$ cat config.mk
export PLATFORM = sky130hd
export DESIGN_NAME = multiclass_perceptron_online_core
export DESIGN_NICKNAME = d
export VERILOG_FILES = /design/src/rtl/mpo_pkg.sv /design/src/rtl/mpo_score.sv /design/src/rtl/mpo_weights.sv /design/src/rtl/multiclass_perceptron_online_core.sv
export SDC_FILE = /design/constraint.sdc
export NUM_CORES = 2
export LEC_CHECK = 0
export BUFFER_PORTS_ARGS = -buffer_cell sky130_fd_sc_hd__buf_2
export CAP_MARGIN = 0
export CORE_MARGIN = 5
export CORE_UTILIZATION = 40
export DETAILED_ROUTE_END_ITERATION = 12
export PLACE_DENSITY_LB_ADDON = 0.15
export SLEW_MARGIN = 20
export SYNTH_ARGS = -nofsm -noshare
export SYNTH_HDL_FRONTEND = slang
export SYNTH_SLANG_ARGS = --single-unit
$ cat constraint.sdc
create_clock -name aclk -period 16.2 [get_ports aclk]
set_clock_uncertainty 0.05 [all_clocks]
set_input_delay 1.62 -clock aclk [delete_from_list [all_inputs] [get_ports aclk]]
set_output_delay 1.62 -clock aclk [all_outputs]
set_load 0.005 [all_outputs]
$ cat src/rtl/mpo_pkg.sv
// ----------------------------------------------------------------------------
// mpo_pkg
// Types, codes and feature mapping shared by the online perceptron core.
// ----------------------------------------------------------------------------
package mpo_pkg;

    localparam int CLASS_COUNT  = 3;
    localparam int CLASS_W      = 2;
    localparam int NUM_FEATURES = 8;
    localparam int COUNT_W      = 32;

    typedef enum logic [1:0] {
        ACT_INFER     = 2'd0,
        ACT_TRAIN     = 2'd1,
        ACT_CLEAR_ALL = 2'd2,
        ACT_CLEAR_CNT = 2'd3
    } action_t;

    typedef struct packed {
        action_t    action;
        logic [1:0] tool;
        logic       reply_valid;
        logic [7:0] remaining;
        logic       reversal;
        logic       complete;
    } in_item_t;

    typedef struct packed {
        logic [CLASS_W-1:0] predicted_class;
        logic               mispredicted;
        logic [COUNT_W-1:0] miss_count;
    } out_item_t;

    // weight bank update request
    typedef struct packed {
        logic                    en;
        logic                    train;
        logic                    clear;
        logic [CLASS_W-1:0]      tgt;
        logic [CLASS_W-1:0]      pred;
        logic [NUM_FEATURES-1:0] feat;
    } upd_t;

    function automatic logic [NUM_FEATURES-1:0] features(input in_item_t item);
        logic [NUM_FEATURES-1:0] f;
        f    = '0;
        f[0] = 1'b1;
        f[1] = (item.tool == 2'd1);
        f[2] = (item.tool == 2'd2);
        f[3] = (item.tool == 2'd3);
        f[4] = item.reply_valid;
        f[5] = (item.remaining == 8'd0);
        f[6] = item.reversal;
        f[7] = item.complete;
        return f;
    endfunction

endpackage

$ cat src/rtl/mpo_score.sv
// ----------------------------------------------------------------------------
// mpo_score
// Per-class scores over active features and lowest-index argmax.
// ----------------------------------------------------------------------------
module mpo_score
    import mpo_pkg::*;
#(
    parameter int WEIGHT_WIDTH = 32
) (
    input  logic [WEIGHT_WIDTH-1:0] weights [CLASS_COUNT][NUM_FEATURES],
    input  logic [NUM_FEATURES-1:0] feat,
    output logic [CLASS_W-1:0]      pred
);

    localparam int SCORE_W = WEIGHT_WIDTH + $clog2(NUM_FEATURES);

    logic signed [SCORE_W-1:0] term [CLASS_COUNT][NUM_FEATURES];
    logic signed [SCORE_W-1:0] pair [CLASS_COUNT][NUM_FEATURES/2];
    logic signed [SCORE_W-1:0] quad [CLASS_COUNT][NUM_FEATURES/4];
    logic signed [SCORE_W-1:0] score [CLASS_COUNT];
    logic signed [SCORE_W-1:0] top;

    // balanced adder tree per class
    always_comb begin
        for (int c = 0; c < CLASS_COUNT; c++) begin
            for (int f = 0; f < NUM_FEATURES; f++) begin
                term[c][f] = feat[f] ? SCORE_W'($signed(weights[c][f])) : '0;
            end
            for (int p = 0; p < NUM_FEATURES/2; p++) begin
                pair[c][p] = term[c][2*p] + term[c][2*p+1];
            end
            for (int q = 0; q < NUM_FEATURES/4; q++) begin
                quad[c][q] = pair[c][2*q] + pair[c][2*q+1];
            end
            score[c] = quad[c][0] + quad[c][1];
        end
    end

    always_comb begin
        pred = '0;
        top  = score[0];
        for (int c = 1; c < CLASS_COUNT; c++) begin
            if (score[c] > top) begin
                top  = score[c];
                pred = CLASS_W'(c);
            end
        end
    end

endmodule

$ cat src/rtl/mpo_weights.sv
// ----------------------------------------------------------------------------
// mpo_weights
// Class weight register bank with perceptron update and clear.
// ----------------------------------------------------------------------------
module mpo_weights
    import mpo_pkg::*;
#(
    parameter int WEIGHT_WIDTH = 32
) (
    input  logic                    aclk,
    input  logic                    aresetn,
    input  upd_t                    upd,
    output logic [WEIGHT_WIDTH-1:0] weights [CLASS_COUNT][NUM_FEATURES]
);

    logic [WEIGHT_WIDTH-1:0] w_reg  [CLASS_COUNT][NUM_FEATURES];
    logic [WEIGHT_WIDTH-1:0] w_next [CLASS_COUNT][NUM_FEATURES];

    always_comb begin
        for (int c = 0; c < CLASS_COUNT; c++) begin
            for (int f = 0; f < NUM_FEATURES; f++) begin
                w_next[c][f] = w_reg[c][f];
                if (upd.en) begin
                    if (upd.clear) begin
                        w_next[c][f] = '0;
                    end else if (upd.train && upd.feat[f]) begin
                        if (upd.tgt == CLASS_W'(c)) begin
                            w_next[c][f] = w_reg[c][f] + WEIGHT_WIDTH'(1);
                        end else if (upd.pred == CLASS_W'(c)) begin
                            w_next[c][f] = w_reg[c][f] - WEIGHT_WIDTH'(1);
                        end
                    end
                end
            end
        end
    end

    always_ff @(posedge aclk) begin
        for (int c = 0; c < CLASS_COUNT; c++) begin
            for (int f = 0; f < NUM_FEATURES; f++) begin
                if (!aresetn) begin
                    w_reg[c][f] <= '0;
                end else begin
                    w_reg[c][f] <= w_next[c][f];
                end
            end
        end
    end

    assign weights = w_reg;

endmodule

$ cat src/rtl/multiclass_perceptron_online_core.sv
// ----------------------------------------------------------------------------
// multiclass_perceptron_online_core
// Online three-class perceptron over trace events.
// ----------------------------------------------------------------------------
// Takes one event per cycle while the result is not stalled and returns one
// result per event: the event is registered, scored against all 24 weight
// registers through three adder trees and an argmax in one pass, and the
// result register is loaded while the weights and miss counter update at
// the same edge, so the next event already sees the new weights. A stalled
// result holds one further event in the input register.
module multiclass_perceptron_online_core
    import mpo_pkg::*;
#(
    parameter int WEIGHT_WIDTH = 32
) (
    input  logic      aclk,
    input  logic      aresetn,
    input  logic      s_valid,
    output logic      s_ready,
    input  in_item_t  s_item,
    output logic      m_valid,
    input  logic      m_ready,
    output out_item_t m_item
);

    in_item_t                in_reg;
    logic                    in_valid_reg, in_valid_next;
    out_item_t               out_reg, out_next;
    logic                    out_valid_reg, out_valid_next;
    logic [COUNT_W-1:0]      cnt_reg, cnt_next;

    logic                    advance;
    logic [NUM_FEATURES-1:0] feat;
    logic [CLASS_W-1:0]      pred;
    logic                    tool_ok;
    logic                    miss;
    upd_t                    upd;
    logic [WEIGHT_WIDTH-1:0] weights [CLASS_COUNT][NUM_FEATURES];

    assign advance = in_valid_reg && (!out_valid_reg || m_ready);
    assign s_ready = !in_valid_reg || advance;
    assign feat    = features(in_reg);
    assign tool_ok = (in_reg.tool != 2'd0);
    assign miss    = !tool_ok || (pred != (in_reg.tool - 2'd1));

    mpo_score #(.WEIGHT_WIDTH(WEIGHT_WIDTH)) u_score (
        .weights (weights),
        .feat    (feat),
        .pred    (pred)
    );

    always_comb begin
        upd.en    = advance;
        upd.train = (in_reg.action == ACT_TRAIN) && miss && tool_ok;
        upd.clear = (in_reg.action == ACT_CLEAR_ALL);
        upd.tgt   = in_reg.tool - 2'd1;
        upd.pred  = pred;
        upd.feat  = feat;
    end

    mpo_weights #(.WEIGHT_WIDTH(WEIGHT_WIDTH)) u_weights (
        .aclk    (aclk),
        .aresetn (aresetn),
        .upd     (upd),
        .weights (weights)
    );

    always_comb begin
        cnt_next = cnt_reg;
        if (advance) begin
            case (in_reg.action) inside
                ACT_INFER, ACT_TRAIN: begin
                    if (miss && (cnt_reg != '1)) begin
                        cnt_next = cnt_reg + COUNT_W'(1);
                    end
                end
                default: cnt_next = '0;
            endcase
        end
    end

    always_comb begin
        out_next                 = out_reg;
        out_valid_next           = out_valid_reg;
        in_valid_next            = in_valid_reg;
        if (m_valid && m_ready) begin
            out_valid_next = 1'b0;
        end
        if (advance) begin
            out_valid_next           = 1'b1;
            in_valid_next            = 1'b0;
            out_next.predicted_class = pred;
            out_next.mispredicted    = miss;
            out_next.miss_count      = cnt_next;
        end
        if (s_valid && s_ready) begin
            in_valid_next = 1'b1;
        end
    end

    always_ff @(posedge aclk) begin
        if (!aresetn) begin
            in_valid_reg  <= 1'b0;
            out_valid_reg <= 1'b0;
            cnt_reg       <= '0;
        end else begin
            in_valid_reg  <= in_valid_next;
            out_valid_reg <= out_valid_next;
            cnt_reg       <= cnt_next;
        end
    end

    always_ff @(posedge aclk) begin
        if (s_valid && s_ready) begin
            in_reg <= s_item;
        end
        out_reg <= out_next;
    end

    assign m_valid = out_valid_reg;
    assign m_item  = out_reg;

endmodule

Word level (Yosys, flattened, before mapping)
Cells that the tools add are included.
Storage, ports and cells
  bits in registers: 852
  bits of input ports: 19
  output and inout bits: 37
  logic and storage cells: 309
Cells by class
  add/subtract/negate cells: 71
  magnitude comparators: 2
  equal/unequal tests: 11
  mux-type cells: 127
  reductions and logical operators: 62
Operators by type and width (count)
  32-bit 2-to-1 mux: 99
  32-bit by 1-bit adder with 32-bit output (second input constant): 25
  35-bit 2-to-1 mux: 22
  32-bit by 1-bit subtractor with 32-bit output (second input constant): 24
  35-bit adder: 18
  32-bit by 35-bit adder with 35-bit output: 3
  3-bit AND reduction: 24
  35-bit > comparator: 2
  32-bit inequality test (second input constant): 1
  2-bit nonzero test: 11
  1-bit logical AND: 13
  2-bit equality test (second input constant): 5
  3-bit nonzero test: 3
  2-bit by 1-bit equality test with 1-bit output (second input constant): 4
  8-bit zero test: 1
  2-bit zero test: 3
  1-bit 2-to-1 mux: 5
  1-bit zero test: 3
  1-bit logical OR: 3
  2-bit 2-to-1 mux: 1
  2-bit inequality test: 1
  2-bit OR reduction: 1
  2-bit by 1-bit subtractor with 2-bit output (second input constant): 1

Logic depth before layout (Yosys ltp)
  depth after elaboration: 16
  depth in mapped cells: 59
  depth with buffers taken out: 50

Cells and area by module
Synthesis repeated with hierarchy kept, for this count alone.
Unflattened totals
  cell total of the unflattened synthesis: 11072
  area, all modules: 92473.7 µm²
By module, submodules not included
  mpo_weights: times used 1, cells each 7858, area each 63793.7 µm², seq. area each 15374.7 µm²
  mpo_score: times used 1, cells each 2887, area each 24941.4 µm², seq. area each 0.0 µm²
  multiclass_perceptron_online_core: times used 1, cells each 327, area each 3738.6 µm², seq. area each 2182.1 µm²

Worst setup path before layout
No wires, ideal clock.
  kind: register to register
  start: reg in_reg[11] (netlist bit)
  end: reg u_weights.w_reg, in the netlist u_weights.weights[167]
  data arrival time: 12.893 ns
  required time: 16.063 ns
  slack: 3.170 ns
  cell stages (with the launch flop): 56
  path buffers: 10
  period minus slack after synthesis: 13.030 ns
  cells stage by stage: edfxtp_1 > clkbuf_1 > inv_1 > ha_1 > clkbuf_1 > clkbuf_1 > clkbuf_1 > nand2_1 > fa_1 > inv_1 > fa_1 > fa_1 > fa_1 > ha_1 > inv_1 > fa_1 > nand2b_1 > a21oi_1 > [20 not listed] > clkbuf_1 > clkbuf_1 > a21oi_1 > ha_1 > nand3_1 > or4_1 > nor3_2 > a21boi_0 > a32oi_1 > o211a_1 > buf_2 > a21boi_0 > o21ai_1 > a211o_1 > buf_2 > clkbuf_1 > nand3_1 > o31ai_1
Between the ends
  word-level cells in the longest chain between the ends: 16
Ends and longest elaborated chain
  start, declared: line multiclass_perceptron_online_core.sv:26  | in_item_t in_reg;
  start signal, assigned: line multiclass_perceptron_online_core.sv:115  | in_reg <= s_item;
  2-bit by 1-bit equality test with 1-bit output (tied with other cells): line mpo_pkg.sv:48  | f[1] = (item.tool == 2'd1);
  35-bit 2-to-1 mux: line mpo_score.sv:27  | term[c][f] = feat[f] ? SCORE_W'($signed(weights[c][f])) : '0;
  32-bit by 35-bit adder with 35-bit output or 35-bit adder (tied branches): line mpo_score.sv:30  | pair[c][p] = term[c][2*p] + term[c][2*p+1];
  35-bit adder: line mpo_score.sv:33  | quad[c][q] = pair[c][2*q] + pair[c][2*q+1];
  35-bit adder: line mpo_score.sv:35  | score[c] = quad[c][0] + quad[c][1];
  35-bit > comparator: line mpo_score.sv:43  | if (score[c] > top) begin
  35-bit 2-to-1 mux: line mpo_score.sv:43
  35-bit > comparator: line mpo_score.sv:43
  2-bit 2-to-1 mux: line mpo_score.sv:43
  2-bit inequality test: line multiclass_perceptron_online_core.sv:44  | assign miss = !tool_ok || (pred != (in_reg.tool - 2'd1));
  1-bit logical OR: line multiclass_perceptron_online_core.sv:44
  1-bit logical AND (2 in a row): line multiclass_perceptron_online_core.sv:54  | upd.train = (in_reg.action == ACT_TRAIN) && miss && tool_ok;
  1-bit logical AND: line mpo_weights.sv:26  | end else if (upd.train && upd.feat[f]) begin
  2-bit nonzero test (no source line)
  3-bit AND reduction (no source line)
  end signal, assigned by index: line mpo_weights.sv:44  | w_reg[c][f] <= w_next[c][f];
  end, declared: line mpo_weights.sv:16  | logic [WEIGHT_WIDTH-1:0] w_reg [CLASS_COUNT][NUM_FEATURES];
Parallel ways exist; a longest one is shown, timed or not. The select of a mux whose other input is x is not followed.
A chain may end at the register's enable or synchronous reset.

Final worst setup path
  start: reg in_reg[11] (netlist bit)
  end: reg u_weights.w_reg, in the netlist u_weights.weights[721]
Same word-level chain as after synthesis.

==> impl_results.md <==
* Hold depth at 1
* CP startpoint: in_reg[11]$_DFFE_PP_
* Critical path's slowest cell: nor2_2
* Fin crit period at 15,040 ps
* Register area share after synthesis at 19.4%
* Outcome: finished clean
* Vias per cell at 5.80
* Gpl congestion at 0.988
* Min-Delay Path Class: reg -> reg
* Peak VDD IR at 0.759 mV
* Max Fanout on Critical Path at 40
* Net Count, Synth at 12,500
* Setup Crit Path Kind: reg -> reg
* Post-synthesis xor/xnor area fraction at 6.82%
* Worst Setup EP: u_weights.weights[721]$_SDFFE_PN0P_
* Smallest setup slack after layout at 1160 ps
* Max reg flops at 768
* Synth Cell Area at 0.0904 mm^2
* Startpoint Class: flip-flop
* Most common cell after layout, fill and taps aside: nand2_1
* Post-synthesis mux area share at 3.22%
* CTS tree: built
* Dpl ws at 1510 ps
* Synth area leader: dfxtp_1
* Slew headroom at 24.7%
* Ports at 56
* Root Buffer: clkbuf_16
* Post-CTS Resized at 0
* CP dominant cell by count: fa_1
* Synthesized-area fraction occupied by adder cells at 26.0%
* Maxcap violations at 0
* Initial core utilization at 40.2%
* Cts hold-fix bufs at 0
* Worst reg2reg setup slack at 1160 ps
* GRT Residual Overflow at 0
* Distinct cells, synth at 107
* Final Cycle Share at 92.8%
* Worst-Margin Slew at 1130 ps
* Simple-gate portion of the synthesized area at 19.7%
* Number of buffers and inverters on the critical path at 5
* Largest net degree at the start of global routing at 144
* Clk slew on worst S/H paths at 70 ps
* Top-area cell type share of the netlist area at 17.8%
* Highest Clock Rate at 66.5 MHz
* Final net count at 12,400
* Syn-to-layout area delta at 8.45%
* Pwr Density at 220 mW/mm^2
* WP depth at 47
* Chip Width at 485 um
* FF-to-FF End: u_weights.weights[721]$_SDFFE_PN0P_
* Cell count after synthesis at 11,000
* Final-report setup violation count at 0
* Share of cells above drive strength 1 at 4.80%
* Vias in the first global route at 76,600
* Crit path DAT at 15,680 ps
* Router iterations before antenna repair at 6
* CTS H-tree depth at 3
* Top cells by area, synth: dfxtp_1 18%, fa_1 13%, ha_1 12%
* Ys Warns at 0
* #FFs+latches synth at 852
* Die ar. at 0.236 mm^2
* Max stage delay on crit path at 870 ps
* Reg2reg path depth at 47
* Port Buf Inserts at 55
* Finished layout cell area at 0.0981 mm^2
* WL/cell at 23.1 um
* Antenna viol nets, final at 0
* RR Startpoint: in_reg[11]$_DFFE_PP_
* Core area at 0.225 mm^2
* Leakage at 43.3 nW
* CP endpoint kind: flip-flop
* Vias at 80,900
* Synthesized area per cell at 8.23 um^2
* Post-synth EDFFs at 50
* DP Wirelength at 245,000 um
* FFs w/ async S/R, synth at 0%
* Largest family of logic cells by synthesized area: adder cells
* Final hold vios at 0
* 1st-iter DRT viols at 7,523
* Antenna violations before repair at 10
* Clock Sinks at 852
* Unrepaired setup endpoints after global routing: false
* CP top delay family: compound AO/OA/AOI/OAI gates
* Commonest non-fill, non-tap cells in the layout: 1,291 x nand2_1, 898 x a21oi_1, 898 x ha_1
* First-pass GRT wire length at 482,000 um
* Max Slew Vio Count at 0
* Num CTS Buffers at 115
* WP data required at 16,840 ps
* Setup Fix Bufs, Post-CTS at 0
* DRC at 0
* Post-Place Cell Area at 0.0939 mm^2
* GRT Util Overall at 26.4%
* Row count at 174
* Die Height at 485 um
* Clk_lat worst skew at 790 ps
* Post-synth top flop: dfxtp_1
* Compound-Gate Fraction of Synth Area at 19.6%
* Routed Wire Length at 322,000 um
* Clock buffer depth at 3
* Final setup TNS at 0 ps
[power breakdown]
part           total (mW)  leakage, nW  internal (mW)  switching [mW]
clock                2.80         2.01           1.66            1.14
sequential           3.17         6.94           2.63           0.544
combinational        15.6         34.4           5.64            10.0
[cell type report]
class	count	area (um^2)
Timing Repair Buffer	179	1320
Inverter	811	3070
Clock inverter	53	662
Antenna cell	6	15.0
Clock buffer	163	3390
Tap cell	2992	3740
Multi-Input combinational cell	8911	68300
Sequential cell	852	17600
Fill cell	22200	127000
[worst min-delay path by stage]
stage	startpoint	to
final	u_weights.weights[607]$_SDFFE_PN0P_	u_weights.weights[607]$_SDFFE_PN0P_
after global placement	u_weights.weights[607]$_SDFFE_PN0P_	u_weights.weights[607]$_SDFFE_PN0P_
after global routing	u_weights.weights[607]$_SDFFE_PN0P_	u_weights.weights[607]$_SDFFE_PN0P_
after floorplan	u_weights.weights[607]$_SDFFE_PN0P_	u_weights.weights[607]$_SDFFE_PN0P_
after CTS	u_weights.weights[607]$_SDFFE_PN0P_	u_weights.weights[607]$_SDFFE_PN0P_
after detailed placement	u_weights.weights[607]$_SDFFE_PN0P_	u_weights.weights[607]$_SDFFE_PN0P_
[stage by stage]
| step | hold WS, ps | utilization (%) | power [mW] | cells |
|---|---|---|---|---|
| 2_1_floorplan | 362 | - | 13.9 | 11000 |
| 3_3_place_gp | 373 | 41.8 | 18.3 | 13700 |
| 3_5_place_dp | 382 | 41.8 | 18.5 | 13700 |
| 4_1_cts | 395 | 43.6 | 21.4 | 14000 |
| 5_1_grt | 431 | 43.6 | 23.1 | 14000 |
| 6_report | 396 | 43.6 | 21.6 | 14000 |
[per-layer routing]
| metal | routed length [um] | GRT usage, % | up-vias |
|---|---|---|---|
| met3 | 24600 | 4.38 | 371 |
| li1 | - | - | 38500 |
| met2 | 130000 | 37.9 | 2495 |
| met4 | 9610 | 7.39 | 6 |
| met5 | 40 | 0 | - |
| met1 | 158000 | 40.4 | 39600 |
[synthesized netlist by cell type (20+ instances only)]
| master | n |
|---|---|
| nor2b_1 | 90 |
| xnor2_1 | 462 |
| buf_1 | 31 |
| a31o_2 | 26 |
| a31oi_1 | 78 |
| fa_1 | 609 |
| o21ai_0 | 454 |
| o21a_1 | 130 |
| dfxtp_1 | 802 |
| a211oi_1 | 99 |
| a211o_1 | 37 |
| buf_2 | 66 |
| ha_1 | 902 |
| nand4_1 | 142 |
| o2111ai_1 | 20 |
| and4_1 | 23 |
| a22o_1 | 23 |
| a2111oi_0 | 27 |
| edfxtp_1 | 50 |
| or4_1 | 34 |
| or2_2 | 26 |
| o211ai_1 | 41 |
| nor2_1 | 508 |
| o31ai_1 | 109 |
| o21bai_1 | 105 |
| mux2i_1 | 274 |
| or3_1 | 132 |
| nor4_1 | 25 |
| and2_1 | 364 |
| nand3_1 | 566 |
| inv_1 | 808 |
| a21oi_1 | 898 |
| nor3_1 | 131 |
| nand2_1 | 1295 |
| a21o_1 | 394 |
| nand2b_1 | 126 |
| xor2_1 | 238 |
| o21ai_1 | 25 |
| and3_1 | 133 |
| clkbuf_1 | 299 |
| o22ai_1 | 26 |
[logic make-up after synthesis]
kind of cell	Yosys count
DFF	852
xor gates and xnor gates	702
AOI/OAI and AO/OA	2747
muxes	288
adders and majority gates	1511
and+or+nand+nor	3663
buffers and inverters	1228
Power figures use the tool's default switching activity.
